`config.mk`:
```
export PLATFORM = sky130hd
export DESIGN_NAME = fconv_fifo
export DESIGN_NICKNAME = d
export VERILOG_FILES = /design/src/rtl/core/fconv_pkg.sv /design/src/rtl/core/fconv_fifo.sv
export SDC_FILE = /design/constraint.sdc
export NUM_CORES = 1
export LEC_CHECK = 0
export BUFFER_PORTS_ARGS = -buffer_cell sky130_fd_sc_hd__buf_2
export CAP_MARGIN = 20
export CORE_MARGIN = 1.5
export CORE_UTILIZATION = 30
export CTS_BUF_LIST = sky130_fd_sc_hd__clkbuf_8
export CTS_CLUSTER_DIAMETER = 100
export DETAILED_ROUTE_END_ITERATION = 16
export SLEW_MARGIN = 30
export SYNTH_ARGS = -nofsm -noshare
export SYNTH_HDL_FRONTEND = slang
export SYNTH_SLANG_ARGS = --single-unit
```
`constraint.sdc`:
```
create_clock -name clk -period 2.62 [get_ports clk]
set_clock_uncertainty 0.05 [all_clocks]
set_input_delay 0.524 -clock clk [delete_from_list [all_inputs] [get_ports clk]]
set_output_delay 0.524 -clock clk [all_outputs]
set_load 0.01 [all_outputs]
```
`src/rtl/core/fconv_pkg.sv`:
```
// Shared types and constants for the full-convolution FIR block.
// Used by every module under rtl/core; no dependencies of its own.
package fconv_pkg;

	localparam int MAX_TAPS_DEF = 32;
	localparam int SAMPLE_W     = 16;
	localparam int IDX_W        = 5;
	localparam int TAPCNT_W     = 6;
	localparam int PROD_W       = 32;
	localparam int RES_W        = 37;
	localparam int S_TDATA_W    = 40;
	localparam int M_TDATA_W    = 40;
	localparam int QUEUE_DEPTH  = 4;

	typedef enum logic [1:0] {
		OP_COEF,
		OP_SAMPLE,
		OP_SAMPLE_END,
		OP_DROP
	} op_kind_t;

	typedef struct packed {
		op_kind_t            kind;
		logic [IDX_W-1:0]    idx;
		logic [SAMPLE_W-1:0] data;
	} op_t;

	typedef struct packed {
		logic                shift;
		logic                clear;
		logic                coef_wr;
		logic                tok;
		logic                last;
		logic [IDX_W-1:0]    idx;
		logic [SAMPLE_W-1:0] data;
	} step_t;

endpackage

```
`src/rtl/core/fconv_fifo.sv`:
```
// Short operation queue between the input decoder and the sequencer.
// Depends on fconv_pkg for the operation type and depth.
module fconv_fifo (
	input  logic           clk,
	input  logic           arst_n,
	input  logic           push,
	input  fconv_pkg::op_t push_op,
	output logic           full,
	input  logic           pop,
	output logic           vld,
	output fconv_pkg::op_t head
);

	localparam int DEPTH = fconv_pkg::QUEUE_DEPTH;
	localparam int PTR_W = $clog2(DEPTH);
	localparam int CNT_W = $clog2(DEPTH + 1);

	fconv_pkg::op_t    mem_q [DEPTH];
	logic [PTR_W-1:0]  wr_ptr_q;
	logic [PTR_W-1:0]  rd_ptr_q;
	logic [CNT_W-1:0]  cnt_q;
	logic              do_push;
	logic              do_pop;

	assign full    = (cnt_q == CNT_W'(DEPTH));
	assign vld     = (cnt_q != '0);
	assign head    = mem_q[rd_ptr_q];
	assign do_push = push && !full;
	assign do_pop  = pop && vld;

	always_ff @(posedge clk or negedge arst_n) begin
		if (!arst_n) begin
			wr_ptr_q <= '0;
			rd_ptr_q <= '0;
			cnt_q    <= '0;
		end else begin
			if (do_push)
				wr_ptr_q <= (wr_ptr_q == PTR_W'(DEPTH - 1)) ? '0 : wr_ptr_q + 1'b1;
			if (do_pop)
				rd_ptr_q <= (rd_ptr_q == PTR_W'(DEPTH - 1)) ? '0 : rd_ptr_q + 1'b1;
			if (do_push && !do_pop)
				cnt_q <= cnt_q + 1'b1;
			else if (do_pop && !do_push)
				cnt_q <= cnt_q - 1'b1;
		end
	end

	always_ff @(posedge clk) begin
		if (do_push)
			mem_q[wr_ptr_q] <= push_op;
	end

	a_cnt_up: assert property (@(posedge clk) disable iff (!arst_n)
		(do_push && !do_pop) |=> (cnt_q == $past(cnt_q) + 1'b1))
		else $error("queue count did not advance on push");
	a_no_overrun: assert property (@(posedge clk) disable iff (!arst_n)
		full |=> (cnt_q == CNT_W'(DEPTH)) || (cnt_q == CNT_W'(DEPTH - 1)))
		else $error("queue count left range");

endmodule

```
==> Word-level counts from Yosys, hierarchy flattened <==
Memory sizes are Yosys's and may differ from the RTL's.
Index checks and enable logic that the tools add are counted.
{ "totals": {"inputBits": 27, "mem_count": 1, "ff_bits": 7, "ramBits": 92} }
{ "memory_table": {"columns": ["name", "words", "width", "read_ports", "rd_clocked_by_memory_dff", "write_ports", "line_no", "text"], "rows": [
  ["mem_q", 4, 23, 1, 0, 1, "fconv_fifo.sv:18", "fconv_pkg::op_t mem_q [DEPTH];"]
]} }
{ "classes": {"muxes": 6, "n_reduce_logical": 9, "eq_ne": 3, "add_sub_neg": 4} }
{ "op_table": {"columns": ["cell", "n"], "rows": [
  ["2-to-1 mux 3 bit", 2],
  ["adder 2 x 1 -> 2 bit, second input constant", 2],
  ["== test 2 bit, second input constant", 2],
  ["logical AND 1 bit", 4],
  ["2-to-1 mux 2 bit", 2],
  ["adder 3 x 1 -> 3 bit, second input constant", 1],
  ["== test 3 bit, second input constant", 1],
  ["zero test 1 bit", 3],
  ["nonzero test 3 bit", 1],
  ["subtractor 3 x 1 -> 3 bit, second input constant", 1],
  ["2-to-1 mux 1 bit", 2],
  ["nonzero test 2 bit", 1]
]} }

==> Longest topological paths before layout <==
Gate-level depths: netlist (run 1).
{ "depth": {"ltp_word": 7, "depth_mapped": 9, "ltp_nobuf": 8} }

==> Least setup slack after synthesis (run 1) <==
Ideal clock, no wire load.
{ "synth_timing": {"path_kind": "register to register", "start": "register cnt_q[0]", "end": "register cnt_q[2]", "slack_ns": 0.559, "setup_ns": 0.079, "synth_period_minus_slack_ns": 2.061, "t_required_ns": 2.491, "arrival_ns": 1.932, "path_stages_with_launch": 9, "path_buffers": 0, "path_cell_list": "dfrtp_1 -> or3_4 -> nand2_4 -> ha_1 -> inv_1 -> fa_1 -> xor2_1 -> nor2_1 -> xor2_1"} }
{ "synth_between": {"elab_cells_between_ends": 14} }
{ "synth_lines": {"columns": ["item", "line_no", "text"], "rows": [
  ["start: declaration", "fconv_fifo.sv:21", "logic [CNT_W-1:0] cnt_q;"],
  ["start signal: assignment", "fconv_fifo.sv:42", "cnt_q <= cnt_q + 1'b1;"],
  ["start signal: assignment", "fconv_fifo.sv:44", "cnt_q <= cnt_q - 1'b1;"],
  ["nonzero test 3 bit *", "fconv_fifo.sv:26", "assign vld = (cnt_q != '0);"],
  ["named net vld", "fconv_fifo.sv:10", "output logic vld,"],
  ["logical AND 1 bit *", "fconv_fifo.sv:29", "assign do_pop = pop && vld;"],
  ["zero test 1 bit", "fconv_fifo.sv:41", "if (do_push && !do_pop)"],
  ["logical AND 1 bit", "fconv_fifo.sv:41", null],
  ["2-to-1 mux 3 bit / nonzero test 2 bit (equally long branches)", null, null]
]} }
The timed path passes the listed nets; every way through them passes the cells marked *. The select of a mux whose other input is x is not followed.
A chain may end at the register's enable or synchronous reset.

==> results of run 1 <==
## timing repair
action                                 in CTS  in global routing
buffers inserted                            0                  0
hold buffers                                1                  0
gates resized for setup                     0                  0
endpoints found under the hold margin       7                  0
## routing by layer
layer | GRT usage (%) | share of wire (%) | vias to the layer above
met5 | 0 | 0 | -
li1 | - | - | 774
met2 | 17.22 | 49 | 38
met1 | 12.85 | 45 | 877
met3 | 3.661 | 5.0 | 9
met4 | 4.390 | 1.7 | 0
## power by group
| group | leakage [nW] | total (mW) | internal, mW | switching (mW) |
|---|---|---|---|---|
| Combinational | 0.568 | 1.55 | 0.794 | 0.758 |
| Clock | 0.0931 | 0.942 | 0.438 | 0.504 |
| Sequential | 0.924 | 2.26 | 2.10 | 0.159 |
## critical path, stage by stage (launching register included)
cell and delay, ns:
dfrtp_2 0.48, buf_4 0.29, mux4_2 0.55, buf_2 0.16
## metrics by stage
step / hold slack (ns) / util, %
floorplan: 0.1784 / -
global placement: 0.3208 / 34.47
detailed placement: 0.3204 / 34.47
CTS: 0.3041 / 36.08
global route: 0.3113 / 36.08
finish: 0.3236 / 36.10
## sequential cells by signal (all words and copies together), names as in the netlist
signal,count
mem_q,92
rd_ptr_q,2
cnt_q,3
wr_ptr_q,2
## layout by cell type (no fill, tap or decap), types with 2 or more instances in the layout
| master | instances |
|---|---|
| edfxtp_1 | 92 |
| buf_2 | 51 |
| mux4_2 | 18 |
| clkbuf_8 | 9 |
| buf_4 | 7 |
| ha_1 | 6 |
| dfrtp_1 | 6 |
| mux4_1 | 5 |
| and2_2 | 4 |
| mux2_4 | 4 |
| inv_1 | 3 |
| nor2_1 | 3 |
| xor2_1 | 2 |
| clkinvlp_4 | 2 |
| clkinv_2 | 2 |
## worst max-delay path by stage
stage / end / slack, ns / cells past startpoint
floorplan: cnt_q[2]$_DFFE_PN0P_ / 0.56 / 8
global placement: cnt_q[2]$_DFFE_PN0P_ / 0.54 / 8
detailed placement: cnt_q[2]$_DFFE_PN0P_ / 0.47 / 8
CTS: head[6] / 0.10 / 3
global route: head[0] / 0.07 / 3
finish: head[0] / 0.20 / 3
## cell type report
type / instances / area share [%]
Timing Repair Buffer: 60 / 7.477
Clock buffer: 9 / 2.742
Clock inverter: 7 / 1.495
Antenna cell: 1 / 0.05539
Inverter: 3 / 0.2492
Multi-Input combinational cell: 49 / 18.17
Sequential cell: 99 / 65.05
Tap cell: 172 / 4.763
## cell families (layout without fill, tap and decap cells)
logic type,Yosys count,count (layout),synth area share [%]
DFF,99,99,76.71
other,0,1,0
buffers and inverters,10,79,1.862
muxes,28,28,15.88
adders and majority gates,7,7,2.483
and+or+nand+nor,11,11,2.385
xor gates and xnor gates,3,3,0.6862
==> results.yml, run 1 <==
logic_synthesis:
  synth.top_cell.area_share_pct: 72.13
  synth_largest_area_cell: "edfxtp_1"
  synthCells: 158
  syn_area_per_cell_um2: 24.24
  yosysSeqAreaShare_pct: 76.71
  synth_nets: 192
  synth_cell_types: 19
  synth_edf_count: 92
  yosys-top-cells-count: "edfxtp_1 (92), mux4_2 (18), dfrtp_1 (7), ha_1 (6), mux4_1 (5)"
  netlist_area_um2: 3830
  yosys_warnings: 0
  async_reset_ff_share_pct: 7.071
  dominantRegCellSynth: "edfxtp_1"
  synth_most_common_cell: "edfxtp_1"
  ys_seq_elements: 99
  ys_top_cells_by_area: "edfxtp_1 (72%), mux4_2 (11%), dfrtp_1 (4.6%)"
power_and_ir_drop:
  power_leakage_nw: 1.585
  finalPower_mw: 4.754
  power.density_nw_per_um2: 1052
  vdd_drop_max_uv: 531.1
timing:
  setup_viol: 0
  fin_setup_tns_ns: 0
  fin_ws_ns: 0.1953
  maxSlewViolCount: 0
  max_clock_freq_mhz: 412.4
  grt_setup_unrepaired: "no"
  tightest_slew_ns: 0.4180
  max_slew_margin_pct: 72.13
  hold_viol: 0
  finalCriticalPeriod_ns: 2.425
  fin_crit_sh_pct: 92.54
route:
  vias: 1698
  antenna_left: 0
  drc: 0
  routed_wl_mm: 6.512
  drtIter0Drc: 123
  viasPerCell: 4.245
  first_pass_iters: 3
  wl_per_cell_um: 16.28
grt:
  grt_pass1_vias: 1779
  grt_usage_pct: 10.56
  grt_max_degree: 24
  grt_overflow: 0
  grt_first_pass_wirelength_mm: 9.929
  antenna_found_initial: 1
clock_network:
  clock-sinks: 99
  cts_tree: "built"
  cts_buffers: 9
  cts_root_buf: "clkbuf_8"
  clock_latency_ns: 0.36
  path_clk_slew_ns: 0.09
  clockBufferDepth: 2
  cts_htree_levels: 3
floorplan:
  core_area_um2: 12520
  num_io_pins: 52
  dieWidth_um: 116.0
  die_height_um: 116.0
  rows: 41
  initial_core_util_pct: 30.60
  dieArea_um2: 13450
layout:
  fin_cells: 400
  design_area_um2: 4518
  fin_nets: 256
  drive_gt1_share_pct: 46.70
  fillers: 1201
  area_growth_pct: 17.97
  multiInputGateArea_um2: 820.8
  seqCellArea_um2: 2939
critical_path:
  crit_required_ns: 2.05
  reg2reg_from: "cnt_q[0]$_DFFE_PN0P_"
  end_kind: "primary output"
  crit_fanout: 12
  r2r_cells: 8
  crit_start: "rd_ptr_q[0]$_DFFE_PN0P_"
  reg2reg_slack_ns: 0.47
  critPathKind: "register to primary output"
  critPathArrivalTime_ns: 1.85
  r2r_end: "cnt_q[2]$_DFFE_PN0P_"
  start_kind: "register"
hold_path:
  whs_path_depth: 1
  hold_start: "push_op[3]"
  hold_path.class: "input port to register"
  hold_end: "mem_q[2][3]$_DFFE_PP_"
place:
  numPortBuffers: 51
  dp_hpwl_mm: 4.014
  placed_cell_area_um2: 4314
  post-place-ws_ns: 0.4654
  place_inst: 382
  gp_congestion: 0.7168
job:
  drv_cap: 0
run_status:
  status: "finished clean"
(Power assumes the default switching activity.)
==> run 2: changes to the inputs <==
ABC_AREA = 1   (was unset)
==> run 2 against run 1 <==
Against the previous run: die area increased by 7.3%; sequential cell count unchanged; fmax increased by 11%; register-to-register slack improved by 0.13 ns; global-route usage increased by 1.2 points; final cell count increased by 42%; routed wire length increased by 20%; non-clock buffer count increased by 1; via count increased by 43%; utilization decreased by 0.28 points; total power increased by 4.5%; largest cell class unchanged.
==> results.yml, run 2 <==
run_status:
  status: "finished clean"
logic_synthesis:
  synth_edf_count: 92
  async_reset_ff_share_pct: 7.071
  netlist_area_um2: 4118
  yosysSeqAreaShare_pct: 71.35
  synth_nets: 362
  synth.top_cell.area_share_pct: 67.09
  synth_most_common_cell: "edfxtp_1"
  ys_seq_elements: 99
  yosys_warnings: 0
  ys_top_cells_by_area: "edfxtp_1 (67%), o211ai_1 (8.4%), nand2_1 (7.7%)"
  synth_largest_area_cell: "edfxtp_1"
  syn_area_per_cell_um2: 12.55
  synth_cell_types: 16
  synthCells: 328
  dominantRegCellSynth: "edfxtp_1"
  yosys-top-cells-count: "edfxtp_1 (92), nand2_1 (84), inv_1 (60), o211ai_1 (46)"
floorplan:
  rows: 42
  core_area_um2: 13300
  num_io_pins: 52
  dieArea_um2: 14440
  dieWidth_um: 120.2
  initial_core_util_pct: 30.97
  die_height_um: 120.2
route:
  viasPerCell: 4.277
  vias: 2421
  drc: 0
  routed_wl_mm: 7.811
  drtIter0Drc: 131
  antenna_left: 0
  first_pass_iters: 4
  wl_per_cell_um: 13.80
power_and_ir_drop:
  power_leakage_nw: 1.937
  power.density_nw_per_um2: 1043
  vdd_drop_max_uv: 469.0
clock_network:
  cts_tree: "built"
  cts_htree_levels: 3
  cts_root_buf: "clkbuf_8"
  cts_post_setup_buffers_inserted: 0
  path_clk_slew_ns: 0.09
  ctsResizeCount: 0
  clock-sinks: 99
  clockBufferDepth: 2
  cts_buffers: 9
  clock_latency_ns: 0.37
  holdBufCountCts: 1
timing:
  whs_ns: 0.3131
  setup_viol: 0
  maxSlewViolCount: 0
  hold_viol: 0
  fin_crit_sh_pct: 83.02
  finalCriticalPeriod_ns: 2.175
  fin_setup_tns_ns: 0
  max_slew_margin_pct: 66.22
  tightest_slew_ns: 0.5059
  grt_setup_unrepaired: "no"
  max_clock_freq_mhz: 459.8
critical_path:
  crit_start: "rd_ptr_q[0]$_DFFE_PN0P_"
  end_kind: "primary output"
  crit_fanout: 36
  critPathArrivalTime_ns: 1.60
  reg2reg_from: "cnt_q[1]$_DFFE_PN0P_"
  start_kind: "register"
  crit_required_ns: 2.05
  critPathKind: "register to primary output"
grt:
  grt_max_degree: 57
  use_met2_pct: 18.50
  busiest_layer: "met2"
  grt_first_pass_wirelength_mm: 12.47
  grt_overflow: 0
  grt_pass1_vias: 2344
  grt.met3_usage_pct: 3.755
  met1_usage_pct: 14.66
  antenna_found_initial: 1
  grt_usage_pct: 11.75
place:
  gp_congestion: 0.6948
  numPortBuffers: 51
  dp_hpwl_mm: 4.927
  place_inst: 549
layout:
  largest_reg_flops: 92
  final_cell_mix: "edfxtp_1 (92), nand2_1 (84), inv_1 (61)"
  drive_gt1_share_pct: 20.05
  fin_nets: 419
  top_regs: "mem_q x92, cnt_q x3"
  largest_register: "mem_q"
  fin_cells: 566
  layout_commonest_cell: "edfxtp_1"
  area_growth_pct: 15.65
  fillers: 1307
hold_path:
  hold_start: "push_op[13]"
  hold_path.class: "input port to register"
job:
  drv_cap: 0
run 2: per-stage QoR:
step,power [mW],area (µm²),utilization (%),setup slack [ns]
after global placement,4.068,4567,34.35,0.6652
after floorplan,3.499,4118,-,0.4575
after global routing,5.335,4760,35.80,0.2971
after detailed placement,4.129,4567,34.35,0.6143
after CTS,5.075,4760,35.80,0.3836
final,4.968,4762,35.82,0.4450
run 2: critical path: stages, from the launching register on:
cell and delay (ns):
dfrtp_2 0.43, buf_4 0.35, nand2_1 0.10, o211ai_1 0.09
nand2_1 0.10, buf_2 0.15
run 2: worst paths after layout:
check,to,slack [ns],depth (start not counted)
max,head[12],0.44,5
min,mem_q[0][13]$_DFFE_PP_,0.31,1
max reg2reg,cnt_q[1]$_DFFE_PN0P_,0.60,9
min reg2reg,cnt_q[2]$_DFFE_PN0P_,0.47,2
max in group asynchronous,rd_ptr_q[0]$_DFFE_PN0P_,1.88,2
min in group asynchronous,wr_ptr_q[0]$_DFFE_PN0P_,0.46,2
run 2: kinds of logic after synthesis:
kind of cell	synth area share (%)
flip-flops	71.35
AND/OR/NAND/NOR	9.207
buffers and inverters	8.417
AO/OA/AOI/OAI	8.508
adder cells (fa/ha/maj)	2.309
XOR/XNOR	0.2127
run 2: area by class of cell:
| type | instances | area, µm² | share of cell area, % |
|---|---|---|---|
| inverter | 61 | 229.0 | 4.808 |
| timing repair buffer | 61 | 345.3 | 7.252 |
| multi-input combinational | 153 | 843.3 | 17.71 |
| clock inverter | 6 | 58.81 | 1.235 |
| sequential | 99 | 2939 | 61.72 |
| antenna | 1 | 2.502 | 0.05255 |
| clock buffer | 9 | 123.9 | 2.601 |
| tap | 176 | 220.2 | 4.624 |
run 2: where the power goes:
group	leakage, nW	internal (mW)	switching [mW]
sequential	0.927	2.09	0.108
combinational	0.915	0.651	1.19
clock	0.0955	0.430	0.506
run 2: per-layer routing:
metal	part of all wire, %	routed length [µm]
met1	45	3529
met4	1.9	146
met5	0	0
met3	5.1	396
met2	48	3739
