[src/rtl/core/fconv_pkg.sv]
// Shared types and constants for the full-convolution FIR block.
// Used by every module under rtl/core; no dependencies of its own.
package fconv_pkg;

	localparam int MAX_TAPS_DEF = 32;
	localparam int SAMPLE_W     = 16;
	localparam int IDX_W        = 5;
	localparam int TAPCNT_W     = 6;
	localparam int PROD_W       = 32;
	localparam int RES_W        = 37;
	localparam int S_TDATA_W    = 40;
	localparam int M_TDATA_W    = 40;
	localparam int QUEUE_DEPTH  = 4;

	typedef enum logic [1:0] {
		OP_COEF,
		OP_SAMPLE,
		OP_SAMPLE_END,
		OP_DROP
	} op_kind_t;

	typedef struct packed {
		op_kind_t            kind;
		logic [IDX_W-1:0]    idx;
		logic [SAMPLE_W-1:0] data;
	} op_t;

	typedef struct packed {
		logic                shift;
		logic                clear;
		logic                coef_wr;
		logic                tok;
		logic                last;
		logic [IDX_W-1:0]    idx;
		logic [SAMPLE_W-1:0] data;
	} step_t;

endpackage

[src/rtl/core/fconv_front.sv]
// Input side: takes stream transfers and decodes them into queue operations.
// Depends on fconv_pkg; feeds fconv_fifo.
module fconv_front #(
	parameter int MAX_TAPS = fconv_pkg::MAX_TAPS_DEF
) (
	input  logic                             s_axis_tvalid,
	output logic                             s_axis_tready,
	input  logic [fconv_pkg::S_TDATA_W-1:0]  s_axis_tdata,
	input  logic                             s_axis_tuser,
	input  logic                             s_axis_tlast,
	input  logic                             q_full,
	output logic                             push,
	output fconv_pkg::op_t                   op
);

	logic [fconv_pkg::IDX_W-1:0]    idx;
	logic [fconv_pkg::SAMPLE_W-1:0] coef_value;
	logic [fconv_pkg::SAMPLE_W-1:0] sample;

	assign idx        = s_axis_tdata[fconv_pkg::IDX_W-1:0];
	assign coef_value = s_axis_tdata[fconv_pkg::IDX_W +: fconv_pkg::SAMPLE_W];
	assign sample     = s_axis_tdata[fconv_pkg::IDX_W + fconv_pkg::SAMPLE_W +: fconv_pkg::SAMPLE_W];

	always_comb begin
		op.idx = idx;
		if (s_axis_tuser) begin
			op.data = sample;
			op.kind = s_axis_tlast ? fconv_pkg::OP_SAMPLE_END : fconv_pkg::OP_SAMPLE;
		end else begin
			op.data = coef_value;
			op.kind = (32'(idx) < MAX_TAPS) ? fconv_pkg::OP_COEF : fconv_pkg::OP_DROP;
		end
	end

	// drop out-of-range coefficient writes at the door
	assign s_axis_tready = !q_full;
	assign push = s_axis_tvalid && !q_full && (op.kind != fconv_pkg::OP_DROP);

endmodule

[config.mk]
export PLATFORM = sky130hd
export DESIGN_NAME = fconv_front
export DESIGN_NICKNAME = d
export VERILOG_FILES = /design/src/rtl/core/fconv_pkg.sv /design/src/rtl/core/fconv_front.sv
export SDC_FILE = /design/constraint.sdc
export NUM_CORES = 1
export LEC_CHECK = 0
export BUFFER_PORTS_ARGS = -buffer_cell sky130_fd_sc_hd__buf_2
export CAP_MARGIN = 20
export CORE_AREA = 2 2 39 41
export DETAILED_ROUTE_END_ITERATION = 6
export DIE_AREA = 0 0 41 43
export PLACE_DENSITY = 0.76
export SKIP_LAST_GASP = 1
export SLEW_MARGIN = 10
export SYNTH_ARGS = -nofsm -noshare
export SYNTH_HDL_FRONTEND = slang
export SYNTH_SLANG_ARGS = --single-unit
[constraint.sdc]
create_clock -name vclk -period 2.5
set_clock_uncertainty 0.15 [all_clocks]
set_input_delay 0.25 -clock vclk [all_inputs]
set_output_delay 0.25 -clock vclk [all_outputs]
set_load 0.05 [all_outputs]
Word level (Yosys, flattened, before mapping)
Index checks and enable logic that the tools add are counted. W data, S select, Z words.

Shifts and indexed selects: 0. Multiplexer cells: 3. Reduce and logical (&&, ||, !) cells: 3. Multipliers: 0. $add $sub $neg: 0. $lt $le $gt $ge: 0. Eq/ne operators: 1. Div/mod/pow operators: 0. Bitwise gates (word level): 0.

Operator list (number): $mux W16 (1); $mux W2 (2); $logic_and A1 B1 Y1 (2); $ne A2 B2 Y1 const B (1); $logic_not A1 Y1 (1).

Bits in writable memories: 0. Output and inout port bits: 25. Latch bits: 0. Flip-flop bits (word level): 0. Bits in read-only memories: 0. Input bits: 44. Memories: 0.

Logic depth before layout (Yosys ltp)
Gate-level depths: netlist of the first run.

Depth after elaboration: 4. Gate-level depth with buffers: 3. Gate-level depth less buffers: 1.

Least setup slack after synthesis of the first run
OpenSTA, ideal clock, no wires.

Path type: input to output. Start point: input s_axis_tuser. End point: output op[21] (netlist bit). Required time: 2.100 ns. Data arrival time: 1.227 ns. Path buffers: 2. Cell stages on the path: 3. Setup slack: 0.873 ns. Cells stage by stage: buf_6 buf_12 nor2b_1.

RTL lines: from (decl) (line fconv_front.sv:9) `input logic s_axis_tuser,`; to (decl) (line fconv_front.sv:13) `output fconv_pkg::op_t op`.

==> results.py, run 1 <==
metrics = {
    "status": {
        "status": "finished clean",
    },
    "layout": {
        "nFlopsAndLatches": 0,
        "antenna_cells": 0,
        "layout_commonest_cell": "buf_2",
        "post_route_cells_drive_above_1_share_pct": 94.7,
        "final_cell_mix": "buf_2 (56), mux2_4 (8), mux2_2 (8), nor2b_1 (2)",
        "multi_input_area_um2": 229,
        "nets": 122,
        "nFillCells": 136,
        "areaGrowthSynthToFinish_pct": 76.8,
        "clkbuf_count": 0,
        "regArea_um2": 0,
    },
    "setup_path": {
        "crit_type": "primary input to output port",
        "crit_cells": 3,
        "path_cells": "buf_2, mux2_2, buf_2",
        "critical_path.endpoint": "op[3]",
        "critical_path.most_common_cell": "buf_2",
        "crit_path_max_incr_delay_ps": 380,
        "crit_buf_inv": 2,
        "worstPathArrival_ps": 1210,
        "cp_max_fo": 18,
        "crit_required_ps": 2100,
        "cp_slowest_cell": "mux2_2",
        "startpoint_type": "primary input",
        "cpLargestDelayFamily": "buffers and inverters",
        "crit_start": "s_axis_tuser",
        "end_kind": "output port",
    },
    "hold_path": {
        "hp-class": "primary input to output port",
    },
    "floorplanning": {
        "die-area_um2": 1760,
        "num_rows": 14,
        "die_w_um": 41,
        "ios": 69,
        "core_um2": 1380,
        "die_y_um": 43,
        "start_util_pct": 21.8,
    },
    "grt": {
        "grt_busiest_layer": "met2",
        "grt_overflow": 0,
        "antenna_found_initial": 0,
        "grt_pass1_wl_um": 1210,
        "met3_usage_pct": 1.57,
        "grt_use_met2_pct": 20.3,
        "grt_max_degree": 19,
        "grt_pass1_vias": 356,
        "met1_usage_pct": 7.28,
        "grt_usage_pct": 9.09,
    },
    "placed_design": {
        "post-place-ws_ps": 878,
        "hpwl_um": 784,
        "io_buffers": 56,
        "gp_congestion": 0.726,
    },
    "timing": {
        "hold_viol_final": 0,
        "max_slew.worst_pin.slew_ps": 439,
        "layout_min_cycle_time_ps": 1610,
        "max-slew-margin-rel_pct": 70.7,
        "fmax_ghz": 0.621,
        "finalMaxSlewViolations": 0,
        "setup_ws_ps": 889,
        "rsz0062_at_grt": "false",
        "period_share_pct": 64.4,
        "setup-tns-final_ps": 0,
        "finalSetupViolCount": 0,
    },
    "route": {
        "final_antenna_net_count": 0,
        "drc": 0,
        "drt_iter0_markers": 0,
        "via_per_inst": 4.12,
        "firstDrtPassIters": 1,
        "wl_per_cell_um": 9.46,
        "vias": 379,
        "drt-total-wl_um": 870,
    },
    "power_and_ir_drop": {
        "cellPowerDensity_nw_per_um2": 319,
        "leakage_uw": 0.000332,
        "vdd_ir_drop_max_uv": 110,
    },
    "yosys": {
        "yosys_warnings": 0,
        "synth_area_per_cell_um2": 11.2,
        "synth_cells": 27,
        "syn_area_um2": 302,
        "yosysUniqueCellTypes": 8,
        "synth_nets": 71,
        "synth_seq_area_share_pct": 0,
    },
    "cts": {
        "cts_resized": 0,
        "hold_buffers": 0,
        "postCtsSetupBuffers": 0,
    },
    "job": {
        "maxCapViolCount": 0,
    },
}
-- Yosys cell counts (all sizes together) --
cell type / instances / area [um2]
buf: 7 / 68.8
inv: 1 / 3.75
mux2: 16 / 210
nor2b: 2 / 12.5
and2: 1 / 6.26
-- stage by stage --
step                utilization, %  total power, uW  cell area, um2  cells  hold slack, ps
floorplan                        -              151             302     27             517
global placement              38.5              169             533     92             350
detailed placement            38.5              172             533     92             350
CTS                           38.5              172             533     92             350
global route                  38.5              180             533     92             350
finish                        38.5              170             533     92             350
-- cells by family after synthesis --
group | Yosys count | share of synthesized area, %
multiplexers | 16 | 69.7
buffers and inverters | 8 | 24.1
AND/OR/NAND/NOR | 3 | 6.22
-- routing by layer --
layer,wire (um),up-vias
met4,0,0
li1,-,188
met1,253,152
met5,0,-
met2,461,39
met3,156,0
-- layout make-up --
class,count,area share (%)
inverter,1,0.704
multi-input combinational,19,43.0
timing repair buffer,56,52.6
tap,16,3.76
-- worst min-delay path by stage --
stage	from	end	cells past startpoint
floorplan	s_axis_tdata[0]	op[16]	1
global placement	s_axis_tdata[0]	op[16]	0
detailed placement	s_axis_tdata[0]	op[16]	0
CTS	s_axis_tdata[0]	op[16]	0
global route	s_axis_tdata[1]	op[17]	0
finish	s_axis_tdata[2]	op[18]	0
-- power by group --
| group | internal, uW | switching, uW | total [uW] |
|---|---|---|---|
| Combinational | 60.5 | 110 | 170 |
| Clock | 0 | 0 | 0 |
| Sequential | 0 | 0 | 0 |
| Total | 60.5 | 110 | 170 |
No activity file was read; power rests on OpenSTA's default activity.
==> inputs of run 2 (changes only) <==
Settings changed: ABC_AREA from default to 1.
Clock period 2.5 ns to 1.6 ns, I/O delays scaled along.
==> results.py, run 2 <==
metrics = {
    "floorplanning": {
        "die_y_um": 43,
        "num_rows": 14,
        "start_util_pct": 22.0,
        "ios": 69,
        "die_w_um": 41,
        "core_um2": 1380,
        "die-area_um2": 1760,
    },
    "setup_path": {
        "crit_type": "primary input to output port",
        "worstPathArrival_ps": 940,
        "cp_max_fo": 18,
        "startpoint_type": "primary input",
        "end_kind": "output port",
        "crit_required_ps": 1290,
    },
    "cts": {
        "cts_resized": 0,
        "hold_buffers": 0,
        "postCtsSetupBuffers": 0,
    },
    "job": {
        "maxCapViolCount": 0,
    },
    "yosys": {
        "synth_cells": 63,
        "yosysUniqueCellTypes": 10,
        "syn_area_um2": 304,
        "synth_nets": 107,
        "synth_top_area_share_pct": 55.6,
        "synthAdderAreaFrac_pct": 0,
        "synth_top_area_cell": "nand2_1",
        "yosys_warnings": 0,
        "synth_area_per_cell_um2": 4.83,
        "synth_common_cells": "nand2_1 (45), buf_4 (5), nand2_2 (4)",
        "synth_area_leaders": "nand2_1 (56%), buf_4 (12%), nand2_2 (8.2%), buf_8 (4.9%), clkbuf_8 (4.5%)",
        "synth-simple-area-share_pct": 67.1,
        "synth_top_family_by_area": "simple AND/OR/NAND/NOR gates",
        "synthMuxAreaShare_pct": 0,
        "synthXorXnorAreaFrac_pct": 0,
        "synth_seq_area_share_pct": 0,
        "yosys.cell_count.top_type": "nand2_1",
        "synth_compound_area_share_pct": 0,
    },
    "layout": {
        "post_route_cells_drive_above_1_share_pct": 55.9,
        "fin_util_pct": 38.1,
        "clkbuf_count": 0,
        "antenna_cells": 0,
        "layout_commonest_cell": "buf_2",
        "nFlopsAndLatches": 0,
        "final_cell_mix": "buf_2 (56), nand2_1 (45), nand2_2 (4), inv_1 (3)",
        "regArea_um2": 0,
        "nets": 157,
        "areaGrowthSynthToFinish_pct": 73.3,
    },
    "route": {
        "drc": 0,
        "via_per_inst": 4.28,
        "final_antenna_net_count": 0,
        "drt_iter0_markers": 1,
        "wl_per_cell_um": 7.89,
        "drt-total-wl_um": 1000,
        "firstDrtPassIters": 2,
        "vias": 543,
    },
    "power_and_ir_drop": {
        "p_total_uw": 261,
        "cellPowerDensity_nw_per_um2": 495,
        "leakage_uw": 0.000399,
        "vdd_ir_drop_max_uv": 207,
    },
    "grt": {
        "grt_overflow": 0,
        "antenna_found_initial": 0,
        "grt_pass1_wl_um": 1610,
        "grt_usage_pct": 12.0,
        "grt_max_degree": 19,
        "grt_pass1_vias": 451,
    },
    "timing": {
        "finalSetupViolCount": 0,
        "layout_min_cycle_time_ps": 1250,
        "finalMaxSlewViolations": 0,
        "period_share_pct": 78.2,
        "max_slew.worst_pin.slew_ps": 370,
        "rsz0062_at_grt": "false",
        "hold_viol_final": 0,
        "max-slew-margin-rel_pct": 75.4,
        "fmax_ghz": 0.799,
        "setup-tns-final_ps": 0,
    },
    "hold_path": {
        "hp-class": "primary input to output port",
    },
    "placed_design": {
        "gp_congestion": 0.727,
        "hpwl_um": 858,
        "io_buffers": 56,
    },
    "status": {
        "status": "finished clean",
    },
}
[run 2: changes by cell type after synthesis, sizes merged, moves of 2 or more]
cell   previous run  this run
nor2              0         2
inv               1         4
nor2b             2         0
nand2             0        49
mux2             16         0
[run 2: kinds of logic (layout without fill, tap and decap cells)]
kind of cell	after synthesis	count (layout)
simple gates	51	51
buf+inv	12	60
[run 2: power breakdown]
group / internal (uW) / switching [uW]
combinational: 72.6 / 188
clock: 0 / 0
sequential: 0 / 0
total: 72.6 / 188
[run 2: metrics by stage]
step,instances,setup WS (ps),cell area [um2],hold WS (ps)
after floorplan,63,424,304,266
after global placement,127,349,527,170
after detailed placement,127,328,527,170
after CTS,127,326,527,170
after global routing,127,251,527,170
final,127,348,527,170
[run 2: critical path, stage by stage]
cell	delay, ps
buf_2	320
inv_8	110
nor2_2	90
buf_2	260
[run 2: worst paths after layout]
| kind | startpoint | endpoint | slack (ps) | cells past startpoint |
|---|---|---|---|---|
| worst max-delay path | s_axis_tuser | op[21] | 350 | 4 |
| worst min-delay path | s_axis_tdata[4] | op[20] | 170 | 0 |
[run 2: layout make-up]
| type | count | area [um2] |
|---|---|---|
| inverter | 4 | 22.5 |
| timing repair buffer | 56 | 280 |
| fill | 147 | 857 |
| multi-input combinational | 51 | 204 |
| tap | 16 | 20.0 |
[run 2: metal layers]
metal / GRT usage (%) / wire length [um] / vias up
met2: 24.7 / 460 / 44
met3: 1.05 / 164 / 2
li1: - / - / 275
met1: 12.0 / 371 / 222
met4: 0.667 / 5 / 0
met5: 0 / 0 / -
==> inputs of run 3 (changes only) <==
Settings changed: ABC_AREA 1 to 0, CORE_AREA 2 2 39 41 to default, CORE_MARGIN from default to 2, CORE_UTILIZATION from default to 22, DIE_AREA 0 0 41 43 to default, PLACE_DENSITY 0.76 to 0.77.
Clock period 1.6 ns to 1.05 ns, I/O delays scaled along.
==> results.py, run 3 (synthesis results as in run 1) <==
metrics = {
    "status": {
        "status": "complete, but fails checks",
        "violations": "setup timing",
    },
    "floorplanning": {
        "core_um2": 1280,
        "ios": 69,
        "start_util_pct": 23.5,
        "num_rows": 13,
        "die_y_um": 41.0,
        "die-area_um2": 1680,
        "die_w_um": 41.0,
    },
    "placed_design": {
        "post-place-ws_ps": -119,
        "placedCellCount": 92,
        "dpl-instance-area_um2": 562,
        "hpwl_um": 744,
        "io_buffers": 56,
        "gp_congestion": 0.678,
    },
    "setup_path": {
        "end_kind": "output port",
        "cp_max_fo": 5,
        "crit_required_ps": 790,
        "crit_type": "primary input to output port",
        "worstPathArrival_ps": 820,
        "startpoint_type": "primary input",
    },
    "timing": {
        "setup-tns-final_ps": -263,
        "period_share_pct": 102,
        "max-slew-margin-rel_pct": 83.5,
        "rsz0062_at_grt": "true",
        "finalSetupViolCount": 16,
        "finalMaxSlewViolations": 0,
        "layout_min_cycle_time_ps": 1070,
        "setup_ws_ps": -24.5,
        "hold_viol_final": 0,
        "max_slew.worst_pin.slew_ps": 250,
        "fmax_ghz": 0.931,
    },
    "layout": {
        "finish.instance_area_um2": 827,
        "layout_commonest_cell": "buf_2",
        "multi_input_area_um2": 269,
        "nFlopsAndLatches": 0,
        "areaGrowthSynthToFinish_pct": 174,
        "regArea_um2": 0,
        "post_route_cells_drive_above_1_share_pct": 97.5,
        "final_cell_mix": "buf_2 (39), mux2_4 (16), buf_8 (10), buf_6 (6), buf_16 (3)",
        "antenna_cells": 0,
        "clkbuf_count": 0,
        "nFillCells": 97,
        "nets": 126,
        "stdcell_count": 95,
    },
    "power_and_ir_drop": {
        "vdd_ir_drop_max_uv": 413,
        "cellPowerDensity_nw_per_um2": 707,
        "power_frac_clock_pct": 0,
        "p_comb_share_pct": 100.0,
        "power_switching_share_pct": 50.8,
        "leakage_uw": 0.000473,
        "p_total_uw": 585,
        "power_frac_seq_pct": 0,
        "internal-power_uw": 288,
        "switching_power_uw": 297,
    },
    "grt": {
        "grt_pass1_wl_um": 1280,
        "grt_overflow": 0,
        "grt_pass1_vias": 352,
        "grt_max_degree": 6,
        "grt_usage_pct": 11.0,
        "antenna_found_initial": 0,
    },
    "cts": {
        "hold_buffers": 0,
        "postCtsSetupBuffers": 0,
    },
    "route": {
        "firstDrtPassIters": 1,
        "drt-total-wl_um": 1090,
        "drc": 0,
        "final_antenna_net_count": 0,
        "wl_per_cell_um": 11.4,
        "via_per_inst": 4.38,
        "drt_iter0_markers": 0,
        "vias": 416,
    },
    "hold_path": {
        "hp-class": "primary input to output port",
        "whs_path_depth": 0,
    },
    "job": {
        "maxCapViolCount": 0,
    },
}
run 3: cell types whose count changed in the layout (fill, tap and decap cells not counted), moves of 4 or more:
| cell | change |
|---|---|
| buf_2 | -17 |
| buf_6 | +6 |
| buf_8 | +10 |
| mux2_4 | +16 |
| nand2_1 | -45 |
| nand2_2 | -4 |
run 3: what timing repair did:
action                                 4_1_cts  5_1_grt
setup endpoints to repair                   16       16
gates resized for setup                     53        4
endpoints found under the hold margin        0        0
gates cloned                                 3        0
run 3: cell type report:
cell class | instances | area share, %
well taps | 15 | 2.27
multi-input cells | 19 | 32.5
repair buffers | 60 | 64.8
inverters | 1 | 0.454
run 3: final timing paths:
check,endpoint,slack [ps],start
hold / removal,op[18],60,s_axis_tdata[2]
setup / recovery,op[7],-20,s_axis_tuser
run 3: stage by stage:
| step | hold WS [ps] | utilization (%) |
|---|---|---|
| 2_1_floorplan | 118 | - |
| 3_3_place_gp | 60.4 | 43.7 |
| 3_5_place_dp | 60.4 | 43.7 |
| 4_1_cts | 60.4 | 63.2 |
| 5_1_grt | 60.3 | 64.4 |
| 6_report | 60.1 | 64.4 |
run 3: critical path, stage by stage:
cell	delay (ps)
buf_12	120
buf_16	130
mux2_4	300
buf_8	150
run 3: power by group through the flow:
stage	sequential [uW]	clock, uW	combinational, uW
after global routing	0	0	610
final	0	0	585
after CTS	0	0	575
after detailed placement	0	0	420
after global placement	0	0	416
after floorplan	0	0	362
run 3: per-layer routing:
layer | vias up | part of all wire (%) | GRT usage, %
met1 | 174 | 35 | 11.2
met5 | - | 0 | 0
met2 | 45 | 50 | 24.2
li1 | 197 | - | -
met4 | 0 | 0 | 0
met3 | 0 | 15 | 1.09
