### config.mk
export PLATFORM = sky130hd
export DESIGN_NAME = fconv_seq
export DESIGN_NICKNAME = d
export VERILOG_FILES = /design/src/rtl/core/fconv_pkg.sv /design/src/rtl/core/fconv_seq.sv
export SDC_FILE = /design/constraint.sdc
export NUM_CORES = 1
export LEC_CHECK = 0
export BUFFER_PORTS_ARGS = -buffer_cell sky130_fd_sc_hd__buf_2
export CAP_MARGIN = 20
export CELL_PAD_IN_SITES_DETAIL_PLACEMENT = 1
export CELL_PAD_IN_SITES_GLOBAL_PLACEMENT = 2
export CORE_MARGIN = 2
export CORE_UTILIZATION = 24
export CTS_BUF_LIST = sky130_fd_sc_hd__clkbuf_2 sky130_fd_sc_hd__clkbuf_4 sky130_fd_sc_hd__clkbuf_8
export DETAILED_ROUTE_END_ITERATION = 8
export GPL_TIMING_DRIVEN = 0
export PLACE_DENSITY_LB_ADDON = 0.1
export SLEW_MARGIN = 15
export SYNTH_ARGS = -nofsm -noshare
export SYNTH_HDL_FRONTEND = slang
export SYNTH_SLANG_ARGS = --single-unit
### constraint.sdc
create_clock -name clk -period 2.5 [get_ports clk]
set_clock_uncertainty 0.2 [all_clocks]
set_input_delay 0.125 -clock clk [delete_from_list [all_inputs] [get_ports clk]]
set_output_delay 0.125 -clock clk [all_outputs]
set_load 0.005 [all_outputs]
### src/rtl/core/fconv_pkg.sv
// Shared types and constants for the full-convolution FIR block.
// Used by every module under rtl/core; no dependencies of its own.
package fconv_pkg;

	localparam int MAX_TAPS_DEF = 32;
	localparam int SAMPLE_W     = 16;
	localparam int IDX_W        = 5;
	localparam int TAPCNT_W     = 6;
	localparam int PROD_W       = 32;
	localparam int RES_W        = 37;
	localparam int S_TDATA_W    = 40;
	localparam int M_TDATA_W    = 40;
	localparam int QUEUE_DEPTH  = 4;

	typedef enum logic [1:0] {
		OP_COEF,
		OP_SAMPLE,
		OP_SAMPLE_END,
		OP_DROP
	} op_kind_t;

	typedef struct packed {
		op_kind_t            kind;
		logic [IDX_W-1:0]    idx;
		logic [SAMPLE_W-1:0] data;
	} op_t;

	typedef struct packed {
		logic                shift;
		logic                clear;
		logic                coef_wr;
		logic                tok;
		logic                last;
		logic [IDX_W-1:0]    idx;
		logic [SAMPLE_W-1:0] data;
	} step_t;

endpackage

### src/rtl/core/fconv_seq.sv
// Sequencer: pops queued operations, holds tap_count, and issues flush steps.
// Depends on fconv_pkg; drives fconv_mac with one step per advance.
module fconv_seq #(
	parameter int MAX_TAPS = fconv_pkg::MAX_TAPS_DEF,
	localparam int TAP_W   = $clog2(MAX_TAPS + 1)
) (
	input  logic                            clk,
	input  logic                            arst_n,
	input  logic                            cfg_wen,
	input  logic [fconv_pkg::TAPCNT_W-1:0]  cfg_wdata,
	input  logic                            q_vld,
	input  fconv_pkg::op_t                  q_op,
	output logic                            pop,
	input  logic                            adv,
	output fconv_pkg::step_t                step,
	output logic [TAP_W-1:0]                taps
);

	logic [fconv_pkg::TAPCNT_W-1:0] tap_count_q;
	logic [TAP_W-1:0]               flush_left_q;
	logic                           clr_pend_q;
	logic                           flushing;

	always_comb begin
		if (tap_count_q == '0)
			taps = TAP_W'(1);
		else if (32'(tap_count_q) > MAX_TAPS)
			taps = TAP_W'(MAX_TAPS);
		else
			taps = TAP_W'(tap_count_q);
	end

	assign flushing = (flush_left_q != '0);
	assign pop      = adv && !flushing && q_vld;

	always_comb begin
		step = '0;
		if (flushing) begin
			step.shift = 1'b1;
			step.tok   = 1'b1;
			step.last  = (flush_left_q == TAP_W'(1));
		end else if (q_vld) begin
			step.idx  = q_op.idx;
			step.data = q_op.data;
			case (q_op.kind)
				fconv_pkg::OP_COEF: begin
					step.coef_wr = 1'b1;
				end
				fconv_pkg::OP_SAMPLE: begin
					step.shift = 1'b1;
					step.clear = clr_pend_q;
					step.tok   = 1'b1;
				end
				fconv_pkg::OP_SAMPLE_END: begin
					step.shift = 1'b1;
					step.clear = clr_pend_q;
					step.tok   = 1'b1;
					step.last  = (taps == TAP_W'(1));
				end
				default: begin
					step = '0;
				end
			endcase
		end
	end

	always_ff @(posedge clk or negedge arst_n) begin
		if (!arst_n) begin
			tap_count_q  <= fconv_pkg::TAPCNT_W'(1);
			flush_left_q <= '0;
			clr_pend_q   <= 1'b0;
		end else begin
			if (cfg_wen)
				tap_count_q <= cfg_wdata;
			if (adv) begin
				if (flushing) begin
					flush_left_q <= flush_left_q - 1'b1;
					if (flush_left_q == TAP_W'(1))
						clr_pend_q <= 1'b1;
				end else if (q_vld && step.shift) begin
					clr_pend_q <= 1'b0;
					if (q_op.kind == fconv_pkg::OP_SAMPLE_END) begin
						if (taps == TAP_W'(1))
							clr_pend_q <= 1'b1;
						else
							flush_left_q <= taps - 1'b1;
					end
				end
			end
		end
	end

	a_flush_blocks_pop: assert property (@(posedge clk) disable iff (!arst_n)
		flushing |-> !pop)
		else $error("queue popped during flush");
	a_flush_end_clears: assert property (@(posedge clk) disable iff (!arst_n)
		(adv && flush_left_q == TAP_W'(1)) |=> (clr_pend_q && !flushing))
		else $error("history clear not armed after flush");

endmodule

# After elaboration in Yosys (flattened, before gate mapping)
# Index checks and enable logic that the tools add are counted.
# classes
addsub,2
order_cmp,1
n_eq_ne,6
n_mux,21
n_reduce_logical,13
# op_table
operator,count
21-bit 2-to-1 mux,2
6-bit 2-to-1 mux,6
26-bit 2-to-1 mux,1
6-bit by 1-bit == test with 1-bit output (second input constant),2
6-bit by 1-bit subtractor with 6-bit output (second input constant),2
1-bit 2-to-1 mux,9
6-bit > comparator (second input constant),1
6-bit zero test,1
2-bit 2-to-1 mux,3
6-bit nonzero test,1
4-bit AND reduction,1
2-bit nonzero test,2
1-bit logical AND,3
3-bit AND reduction,1
3-bit OR reduction,1
2-bit by 1-bit == test with 1-bit output (second input constant),1
2-bit == test (second input constant),1
2-bit zero test,1
2-bit by 1-bit inequality test with 1-bit output (second input constant),1
2-bit inequality test (second input constant),1
2-bit OR reduction,1
1-bit zero test,1
# word_totals
ff_bits,13
output_inout_bits,33

# Longest topological paths before layout
# Gate-level depths: netlist (run 1).
# logic_depth
ltp_word,10
depth_mapped,7
mapped_depth_nobuf,7

# Least setup slack after synthesis (run 1)
# OpenSTA, ideal clock, no wires.
# synth_path
path_type,register -> register
startpoint,register tap_count_q[4] in the netlist's numbering
endpoint,register flush_left_q[4]
setup_ns,0.121
t_arrival_ns,1.736
setup_slack_ns,0.443
stages_incl_launch_ff,8
path_buffers,0
synth_period_minus_slack_ns,2.057
cell_sequence,dfrtp_1 -> nor4_2 -> o21ai_0 -> ha_1 -> nor2b_1 -> mux2i_1 -> a31oi_1 -> o22a_1
# synth_via
elab_chain_cells,8
word_cells_on_any_way,12
cone_classes,add/sub: 1; order compare: 1; eq/ne: 2; mux: 6; reduce/logical: 2
# synth_lines
item,line,text
start: declaration,fconv_seq.sv:19,logic [fconv_pkg::TAPCNT_W-1:0] tap_count_q;
start signal: assignment,fconv_seq.sv:69,tap_count_q <= fconv_pkg::TAPCNT_W'(1);
start signal: assignment,fconv_seq.sv:74,tap_count_q <= cfg_wdata;
6-bit > comparator,fconv_seq.sv:27,else if (32'(tap_count_q) > MAX_TAPS)
6-bit 2-to-1 mux,fconv_seq.sv:27,
6-bit 2-to-1 mux *,fconv_seq.sv:25,if (tap_count_q == '0)
6-bit by 1-bit subtractor with 6-bit output,fconv_seq.sv:86,flush_left_q <= taps - 1'b1;
6-bit 2-to-1 mux,fconv_seq.sv:83,if (taps == TAP_W'(1))
6-bit 2-to-1 mux,fconv_seq.sv:82,if (q_op.kind == fconv_pkg::OP_SAMPLE_END) begin
6-bit 2-to-1 mux,fconv_seq.sv:80,end else if (q_vld && step.shift) begin
6-bit 2-to-1 mux,fconv_seq.sv:76,if (flushing) begin
end signal: assignment,fconv_seq.sv:77,flush_left_q <= flush_left_q - 1'b1;
end signal: assignment,fconv_seq.sv:86,
end: declaration,fconv_seq.sv:20,logic [TAP_W-1:0] flush_left_q;
# Every way passes the cells marked *; elsewhere a longest branch is shown, timed or not. The select of a mux whose other input is x is not followed.
# A chain may end at the register's enable or synchronous reset.

==> results.toml, run 1 <==
[placement]
dp.cells = 243
dp.final_hpwl_um = 3110
port_buffers = 65
gp_congestion = 0.7596

[sta]
finalCritPeriodShare = 0.9086
tightest_slew_ns = 0.3805
min_period_ns = 2.272
finalSetupTns_ns = 0
max_freq_mhz = 440.2
finalMaxSlewViolations = 0
setup_viol = 0
fin_hold_ws_ns = 0.05290
hold_viol = 0
slew_headroom = 0.7444
rsz0062_at_grt = "false"

[power_and_ir_drop]
ir_drop_mv = 0.3064
p_leak_nw = 0.8571
power_density_mw_per_mm2 = 580.7
p_sw_uw = 358.7
combPwrFrac = 0.409
clkPwrFrac = 0.216
internal-power_uw = 601.8
seq_power_share = 0.375
swShare = 0.3734

[yosys]
ys.flop_type = "dfrtp_1"
synth_adder_area_share = 0.07848
seq_area_frac_synth = 0.2926
ys_seq_elements = 13
synth_area_sq_mm = 0.001116
synth_mux_area_frac = 0.1099
synth-simple-area-share = 0.2971
synth_xor_area_frac = 0.007848
synth_compound_area_frac = 0.1547
synth.avg_cell_area_sq_um = 8.858
synthCells = 126
synth_cell_types = 38
synth_nets = 167
async_reset_ff_frac = 1.000
synth_top_family_by_area = "simple AND/OR/NAND/NOR gates"
synth_warnings = 0
synth_edf_count = 0

[worst_setup_path]
worst_r2r_path_depth = 7
crit_path_end_kind = "output pin"
crit_type = "reg -> out"
r2r_slack_ns = 0.24
critPathArrivalTime_ns = 1.95
r2r_start = "tap_count_q[4]"
critPathMaxFanout = 10
cp-start-kind = "flop"
cp.required_ns = 2.17
worstReg2RegEnd = "flush_left_q[4]"

[routing]
routed_via_density = 4.770
vias = 1221
finalWirelength_um = 3782
post-route-drc-count = 0
postRouteAntennaNets = 0
dr.pass1.iters = 4
drt_iter0_drc = 12
routedWlPerCell_um = 14.77

[die]
initial_core_util = 0.2528
die-height_um = 72.20
coreArea_sq_mm = 0.004414
rows = 24
io_pins = 67
die-area_sq_mm = 0.005212
die_x_um = 72.20

[status]
outcome = "finished clean"

[grt]
antenna_found_initial = 0
grt.overflow.total = 0
grt_pass1_vias = 1226
grt_pass1_wl_um = 6009
groute.usage.overall = 0.1457
grt_max_degree = 14

[layout]
final_cells = 256
drive_above_1_share = 0.4412
fill_cells = 564
final_common_cell = "buf_2"
nNetsFinal = 246
antenna_cells = 0
seq_area_sq_um = 326.6
final_cell_mix = "buf_2, and2_1, dfrtp_1"
area_growth_pct = 48.21
multiInputGateArea_sq_um = 734.5

[cts]
tritoncts = "built"
cts_max_path_buffers = 2
path_clk_slew_ns = 0.06
cts_sinks = 13
clk_latency_ns = 0.25
cts_made_buffers = 3
cts-htree-levels = 1
cts_root_buf = "clkbuf_8"

[worst_hold_path]
min_path_type = "in -> reg"
min_to = "tap_count_q[5]"
hp-start = "cfg_wen"
whs_path_depth = 3

[flow_run]
max_cap_viol_count = 0
-- per-layer routing --
layer / wire length (um) / share of wire / global-route usage
met3: 345 / 0.091 / 0.03056
met2: 1733 / 0.46 / 0.2497
met1: 1657 / 0.44 / 0.1858
met5: 0 / 0 / 0
met4: 44 / 0.012 / 0.03774
-- worst max path at each step --
stage	start	endpoint	slack, ns	cells after the start
floorplan	tap_count_q[4]	flush_left_q[4]	0.44	7
detailed placement	tap_count_q[4]	flush_left_q[4]	0.05	7
finish	flush_left_q[0]	step[15]	0.23	8
CTS	tap_count_q[4]	flush_left_q[4]	0.04	7
global placement	tap_count_q[4]	flush_left_q[4]	0.12	7
global route	flush_left_q[0]	step[8]	0.005	8
-- state kept, by name (all words and copies together), names as in the netlist --
name          flops
tap_count_q       6
clr_pend_q        1
flush_left_q      6
-- cell usage after synthesis (2+ instances only) --
master     n  area (sq um)
and2_1    21         131.4
dfrtp_1   12         300.3
inv_1      9         33.78
nor2_1     8         30.03
ha_1       7         87.58
nand2_1    7         26.28
mux2_2     6         67.56
nor2b_1    6         37.54
o21ai_0    5         25.02
mux2i_1    4         40.04
a211oi_1   3         22.52
a21oi_1    3         15.01
nand3_1    3         15.01
nor3_1     3         15.01
a21o_2     2         17.52
a22oi_1    2         15.01
clkbuf_1   2         7.510
clkbuf_2   2         10.01
o22a_1     2         17.52
-- area by class of cell --
| class | count | share of cell area |
|---|---|---|
| clock buffer | 4 | 0.02950 |
| tap | 52 | 0.03933 |
| timing repair buffer | 74 | 0.2496 |
| inverter | 9 | 0.02042 |
| buffer | 5 | 0.01967 |
| sequential | 13 | 0.1974 |
| multi-input combinational | 99 | 0.4440 |
-- what timing repair did --
action / in CTS / in global routing
setup buffers: 1 / 0
hold buffers: 8 / 0
endpoints found under the hold margin: 20 / 0
resized for setup: 0 / 2
endpoints found under the setup margin: 7 / 21
-- critical path, stage by stage, from the launching register on --
cell and delay, ns:
dfrtp_1 0.41, inv_1 0.12, ha_1 0.17, nor3b_4 0.19, nand3_1 0.14, nor2_1 0.19
clkbuf_2 0.21, and2_1 0.15, buf_2 0.12
-- metrics by stage --
stage / util / worst slack (ns) / instance area, sq um / total power [mW]
CTS: 0.3722 / 0.03950 / 1643 / 0.9601
global placement: 0.3413 / 0.1247 / 1506 / 0.7167
floorplan: - / 0.4427 / 1116 / 0.6014
finish: 0.3747 / 0.2284 / 1654 / 0.9605
global route: 0.3747 / 0.004994 / 1654 / 1.035
detailed placement: 0.3413 / 0.05240 / 1506 / 0.7368
-- power by group through the flow --
stage | logic, mW | registers, mW | clock network, mW
after floorplan | 0.265 | 0.336 | 0
after global routing | 0.441 | 0.370 | 0.224
after CTS | 0.396 | 0.354 | 0.210
after global placement | 0.363 | 0.353 | 0
final | 0.393 | 0.360 | 0.208
after detailed placement | 0.379 | 0.358 | 0
-- cells by family after synthesis --
| group | Yosys count |
|---|---|
| buffers and inverters | 14 |
| multiplexers | 11 |
| adder cells (fa/ha/maj) | 7 |
| XOR/XNOR | 1 |
| flip-flops | 13 |
| AND/OR/NAND/NOR | 56 |
| AO/OA/AOI/OAI | 24 |
Note: power is estimated with default switching activity, not from simulation.
==> run 2: changes to the inputs <==
--- a/config.mk
+++ b/config.mk
@@ -15,7 +15,7 @@
 export DETAILED_ROUTE_END_ITERATION = 8
 export GPL_TIMING_DRIVEN = 0
 export PLACE_DENSITY_LB_ADDON = 0.1
-export SLEW_MARGIN = 15
+export REMOVE_ABC_BUFFERS = 1
 export SYNTH_ARGS = -nofsm -noshare
 export SYNTH_HDL_FRONTEND = slang
 export SYNTH_SLANG_ARGS = --single-unit
==> run 2 against run 1 <==
Compared with the run above:
- sequential share of layout area is essentially flat
- fmax fell by 0.75%
- register-to-register slack better by 0.09 ns
- count of clock-buffer cells in the layout unchanged
- critical path depth is 3 lower
- cell area up 0.23%
- worst hold slack got worse by 0.0085 ns
- first-iteration DRC count did not move
- non-clock buffer count is 3 lower
==> results.toml, run 2 (synthesis results as in run 1) <==
[status]
outcome = "finished clean"

[routing]
routed_via_density = 4.760
post-route-drc-count = 0
postRouteAntennaNets = 0
routedWlPerCell_um = 14.41
drt_iter0_drc = 12
vias = 1209
dr.pass1.iters = 4
finalWirelength_um = 3660

[grt]
grt_max_degree = 14
grt_pass1_wl_um = 5927
antenna_found_initial = 0
groute.usage.overall = 0.1434
grt_pass1_vias = 1209
grt.overflow.total = 0

[sta]
finalCritPeriodShare = 0.9155
finalMaxSlewViolations = 0
hold_viol = 0
max_freq_mhz = 436.9
slew_headroom = 0.6036
tightest_slew_ns = 0.5924
min_period_ns = 2.289
fin_ws_ns = 0.2113
setup_viol = 0
rsz0062_at_grt = "false"

[power_and_ir_drop]
ir_drop_mv = 0.3650
p_leak_nw = 0.8478
power_density_mw_per_mm2 = 571.0

[die]
die_x_um = 72.20
initial_core_util = 0.2528
io_pins = 67
die-height_um = 72.20
die-area_sq_mm = 0.005212
coreArea_sq_mm = 0.004414
rows = 24

[layout]
nNetsFinal = 244
final_area_sq_mm = 0.001658
final_cell_mix = "buf_2, and2_1, dfrtp_1"
antenna_cells = 0
fill_cells = 537
final_common_cell = "buf_2"
area_growth_pct = 48.54
reg_top3 = "flush_left_q x6, tap_count_q x6, clr_pend_q x1"
drive_above_1_share = 0.4455

[placement]
placed_area_sq_mm = 0.001479
gp_congestion = 0.7376
port_buffers = 66
dp.final_hpwl_um = 2867
pre_cts_ws_ns = -0.1571

[cts]
path_clk_slew_ns = 0.06
cts_root_buf = "clkbuf_8"
tritoncts = "built"
cts_max_path_buffers = 2
cts-htree-levels = 1
cts_made_buffers = 3
clk_latency_ns = 0.25
cts_sinks = 13

[worst_setup_path]
crit_path_top_delay_cell = "nor2_1"
cp.required_ns = 2.17
crit_path_end_kind = "output pin"
crit_type = "reg -> out"
cpPeakStageDelay_ns = 0.48
critPathMaxFanout = 11
cp-start-kind = "flop"
path_cells = "nor2_1 -> nand3_2 -> nor2_4 -> and2_1 -> buf_2"
crit_start = "flush_left_q[4]"
critPathArrivalTime_ns = 1.96
r2r_start = "tap_count_q[4]"

[worst_hold_path]
hp-start = "cfg_wen"
min_path_type = "in -> reg"

[flow_run]
max_cap_viol_count = 0
run 2: worst max-delay path, delay by kind of cell, from the launching register on:
| kind | cells | cell delay, ns |
|---|---|---|
| simple gates | 4 | 1.20 |
| flops | 1 | 0.41 |
| buf+inv | 1 | 0.11 |
run 2: what timing repair did:
item / 4_1_cts / 5_1_grt
gates cloned: 1 / 0
pin swaps: 1 / 0
setup buffers: 0 / 1
setup endpoints to repair: 21 / 23
hold buffers: 9 / 0
resized for setup: 4 / 2
endpoints found under the hold margin: 20 / 0
run 2: area by class of cell:
cell class                 count  area [sq um]  area share
sequential                    13         326.6      0.1970
tap                           52         65.06     0.03925
timing repair buffer          76         427.9      0.2581
multi-input combinational    100         755.7      0.4558
inverter                       9         33.78     0.02038
clock buffer                   4         48.80     0.02943
run 2: routing by layer:
layer	vias to the layer above	GRT usage	part of all wire
met5	-	0	0
met4	0	0.03774	0.012
met3	9	0.02361	0.075
met2	52	0.2487	0.47
met1	562	0.1839	0.44
li1	586	-	-
run 2: through the flow:
step                      power [mW]  std cells  TNS, ns  hold slack, ns    util
after floorplan               0.5938        121        0         -0.3706       -
after global placement        0.7099        239  -0.6131         -0.1618  0.3350
after detailed placement      0.7186        239   -2.933         -0.1552  0.3350
after CTS                     0.9480        253        0         0.04708  0.3719
after global routing           1.036        254        0         0.06282  0.3756
final                         0.9467        254        0         0.04441  0.3756
run 2: path summary, 6_finish.rpt:
| kind | to | slack, ns | cells after the start |
|---|---|---|---|
| worst min register to register | flush_left_q[5] | 0.35 | 1 |
| worst max-delay path | step[1] | 0.21 | 5 |
| max in group asynchronous | tap_count_q[0] | 1.70 | 2 |
| worst max register to register | flush_left_q[4] | 0.33 | 7 |
| worst min-delay path | tap_count_q[4] | 0.04 | 2 |
| min in group asynchronous | flush_left_q[1] | 0.11 | 2 |
run 2: where the power goes:
part	switching [mW]	total, mW	internal (mW)
clock network	0.0833	0.207	0.124
logic	0.187	0.384	0.197
registers	0.0782	0.355	0.277
total	0.349	0.947	0.598
==> run 3: changes to the inputs <==
--- a/config.mk
+++ b/config.mk
@@ -5,12 +5,14 @@
 export SDC_FILE = /design/constraint.sdc
 export NUM_CORES = 1
 export LEC_CHECK = 0
+export ABC_AREA = 1
 export BUFFER_PORTS_ARGS = -buffer_cell sky130_fd_sc_hd__buf_2
 export CAP_MARGIN = 20
 export CELL_PAD_IN_SITES_DETAIL_PLACEMENT = 1
 export CELL_PAD_IN_SITES_GLOBAL_PLACEMENT = 2
+export CORE_ASPECT_RATIO = 0.6
 export CORE_MARGIN = 2
-export CORE_UTILIZATION = 24
+export CORE_UTILIZATION = 23
 export CTS_BUF_LIST = sky130_fd_sc_hd__clkbuf_2 sky130_fd_sc_hd__clkbuf_4 sky130_fd_sc_hd__clkbuf_8
 export DETAILED_ROUTE_END_ITERATION = 8
 export GPL_TIMING_DRIVEN = 0
==> run 3 against run 2 <==
Compared with the run above:
- sequential share of layout area decreased by 0.36 points
- combinational power rose by 68%
- setup slack improved by 0.12 ns
- worst hold slack worse by 0.039 ns
- sequential cell count did not move
==> results.toml, run 3 <==
[status]
outcome = "finished clean"

[grt]
grt_pass1_vias = 1195
grt_max_degree = 24
grt.overflow.total = 0
groute.usage.overall = 0.1307
antenna_found_initial = 0
grt_pass1_wl_um = 5947

[yosys]
synth_area_leaders = "dfrtp_1, nand2_1, nor3b_1"
synth_top_area_cell = "dfrtp_1"
async_reset_ff_frac = 1.000
ys.flop_type = "dfrtp_1"
ys_top_cells_by_count = "nand2_1, inv_1, nor2_1, nor3b_1, dfrtp_1"
synthCells = 171
synth_area_sq_mm = 0.001194
seq_area_frac_synth = 0.2736
synth_warnings = 0
synth_cell_types = 30
netlist.area_leader.share = 0.2516
ys_seq_elements = 13
synth.most_common_cell = "nand2_1"
synth.avg_cell_area_sq_um = 6.980
synth_edf_count = 0

[routing]
routedWlPerCell_um = 11.99
drt_iter0_drc = 35
vias = 1275
post-route-drc-count = 0
postRouteAntennaNets = 0
routed_via_density = 4.153
finalWirelength_um = 3680
dr.pass1.iters = 4

[cts]
cts_max_path_buffers = 2
cts_sinks = 13
tritoncts = "built"
path_clk_slew_ns = 0.06
clk_latency_ns = 0.25
post_cts_buffers = 0
cts-htree-levels = 1
cts_resized = 0
cts_made_buffers = 3
cts_root_buf = "clkbuf_8"

[die]
die_x_um = 97.01
coreArea_sq_mm = 0.005030
rows = 20
die-area_sq_mm = 0.005801
initial_core_util = 0.2373
die-height_um = 59.80
io_pins = 67

[layout]
post-route-util = 0.3358
antenna_cells = 0
drive_above_1_share = 0.3527
area_growth_pct = 41.51
nNetsFinal = 283
final_common_cell = "buf_2"
final_cells = 307
reg_top3 = "flush_left_q x6, tap_count_q x6, clr_pend_q x1"
final_cell_mix = "buf_2, nand2_1, inv_1"
final_area_sq_mm = 0.001689

[sta]
min_period_ns = 2.168
finalCritPeriodShare = 0.8673
fin_ws_ns = 0.3317
finalMaxSlewViolations = 0
finalSetupTns_ns = 0
tightest_slew_ns = 0.3836
hold_viol = 0
setup_viol = 0
slew_headroom = 0.7442
max_freq_mhz = 461.2
fin_hold_ws_ns = 0.005016
rsz0062_at_grt = "false"

[worst_setup_path]
cp.required_ns = 2.17
critPathArrivalTime_ns = 1.84
path_delay_family = "buffers and inverters"
critPathMaxFanout = 23
cp.buffers_inverters = 3
crit_path_top_delay_cell = "dfrtp_1"
crit_type = "reg -> out"
path_cells = "inv_1 -> ha_1 -> nand3_4 -> inv_4 -> nand2_1 -> nor2_1 -> buf_2"
cpPeakStageDelay_ns = 0.38
cp-start-kind = "flop"
crit_path_end_kind = "output pin"

[placement]
pre_cts_ws_ns = 0.4089
placed_area_sq_mm = 0.001570
dp.final_hpwl_um = 2979
port_buffers = 66
gp_congestion = 0.7066
dp.cells = 296

[flow_run]
max_cap_viol_count = 0

[power_and_ir_drop]
total_power_mw = 1.193
ir_drop_mv = 0.2851
power_density_mw_per_mm2 = 706.2
p_leak_nw = 0.9017

[worst_hold_path]
min_path_type = "in -> reg"
run 3: per-layer routing:
metal,global-route usage,vias up,share of wire
met2,0.1796,20,0.40
met1,0.1997,571,0.56
met3,0.03158,5,0.035
li1,-,679,-
met5,0,-,0
met4,0.03622,0,0.0068
run 3: cell type report:
cell class,instances,area (sq um)
fill,681,3341
multi-input combinational,126,734.5
timing repair buffer,73,400.4
sequential,13,326.6
inverter,25,96.34
tap,66,82.58
clock buffer,4,48.80
run 3: final timing paths:
| check | startpoint | endpoint | slack, ns | depth (start not counted) |
|---|---|---|---|---|
| max in group asynchronous | arst_n | tap_count_q[0] | 1.68 | 2 |
| hold / removal | cfg_wen | tap_count_q[3] | 0.005 | 3 |
| setup / recovery | flush_left_q[0] | step[4] | 0.33 | 7 |
| hold reg to reg | clr_pend_q | clr_pend_q | 0.36 | 3 |
| min in group asynchronous | arst_n | tap_count_q[2] | 0.13 | 2 |
| setup reg to reg | tap_count_q[0] | flush_left_q[4] | 0.42 | 10 |
run 3: logic make-up after synthesis:
logic type               share of synthesized area
AND/OR/NAND/NOR                             0.3941
buffers and inverters                       0.1111
AO/OA/AOI/OAI                              0.09854
flip-flops                                  0.2736
adder cells (fa/ha/maj)                    0.07337
XOR/XNOR                                   0.02202
multiplexers                               0.02725
run 3: tightest hold or removal path: stages:
cell	delay (ns)
buf_2	0.16
nand2_1	0.06
o21ai_0	0.06
run 3: repair_timing:
action / in CTS / in global routing
hold buffers: 7 / 0
setup endpoints to repair: 0 / 0
hold endpoints to repair: 19 / 0
run 3: report_power, final:
| part | leakage, nW | total (mW) | switching, mW | internal, mW |
|---|---|---|---|---|
| registers | 0.155 | 0.336 | 0.0607 | 0.275 |
| logic | 0.720 | 0.647 | 0.392 | 0.256 |
| clock network | 0.0262 | 0.209 | 0.0856 | 0.124 |
| total | 0.902 | 1.19 | 0.538 | 0.655 |
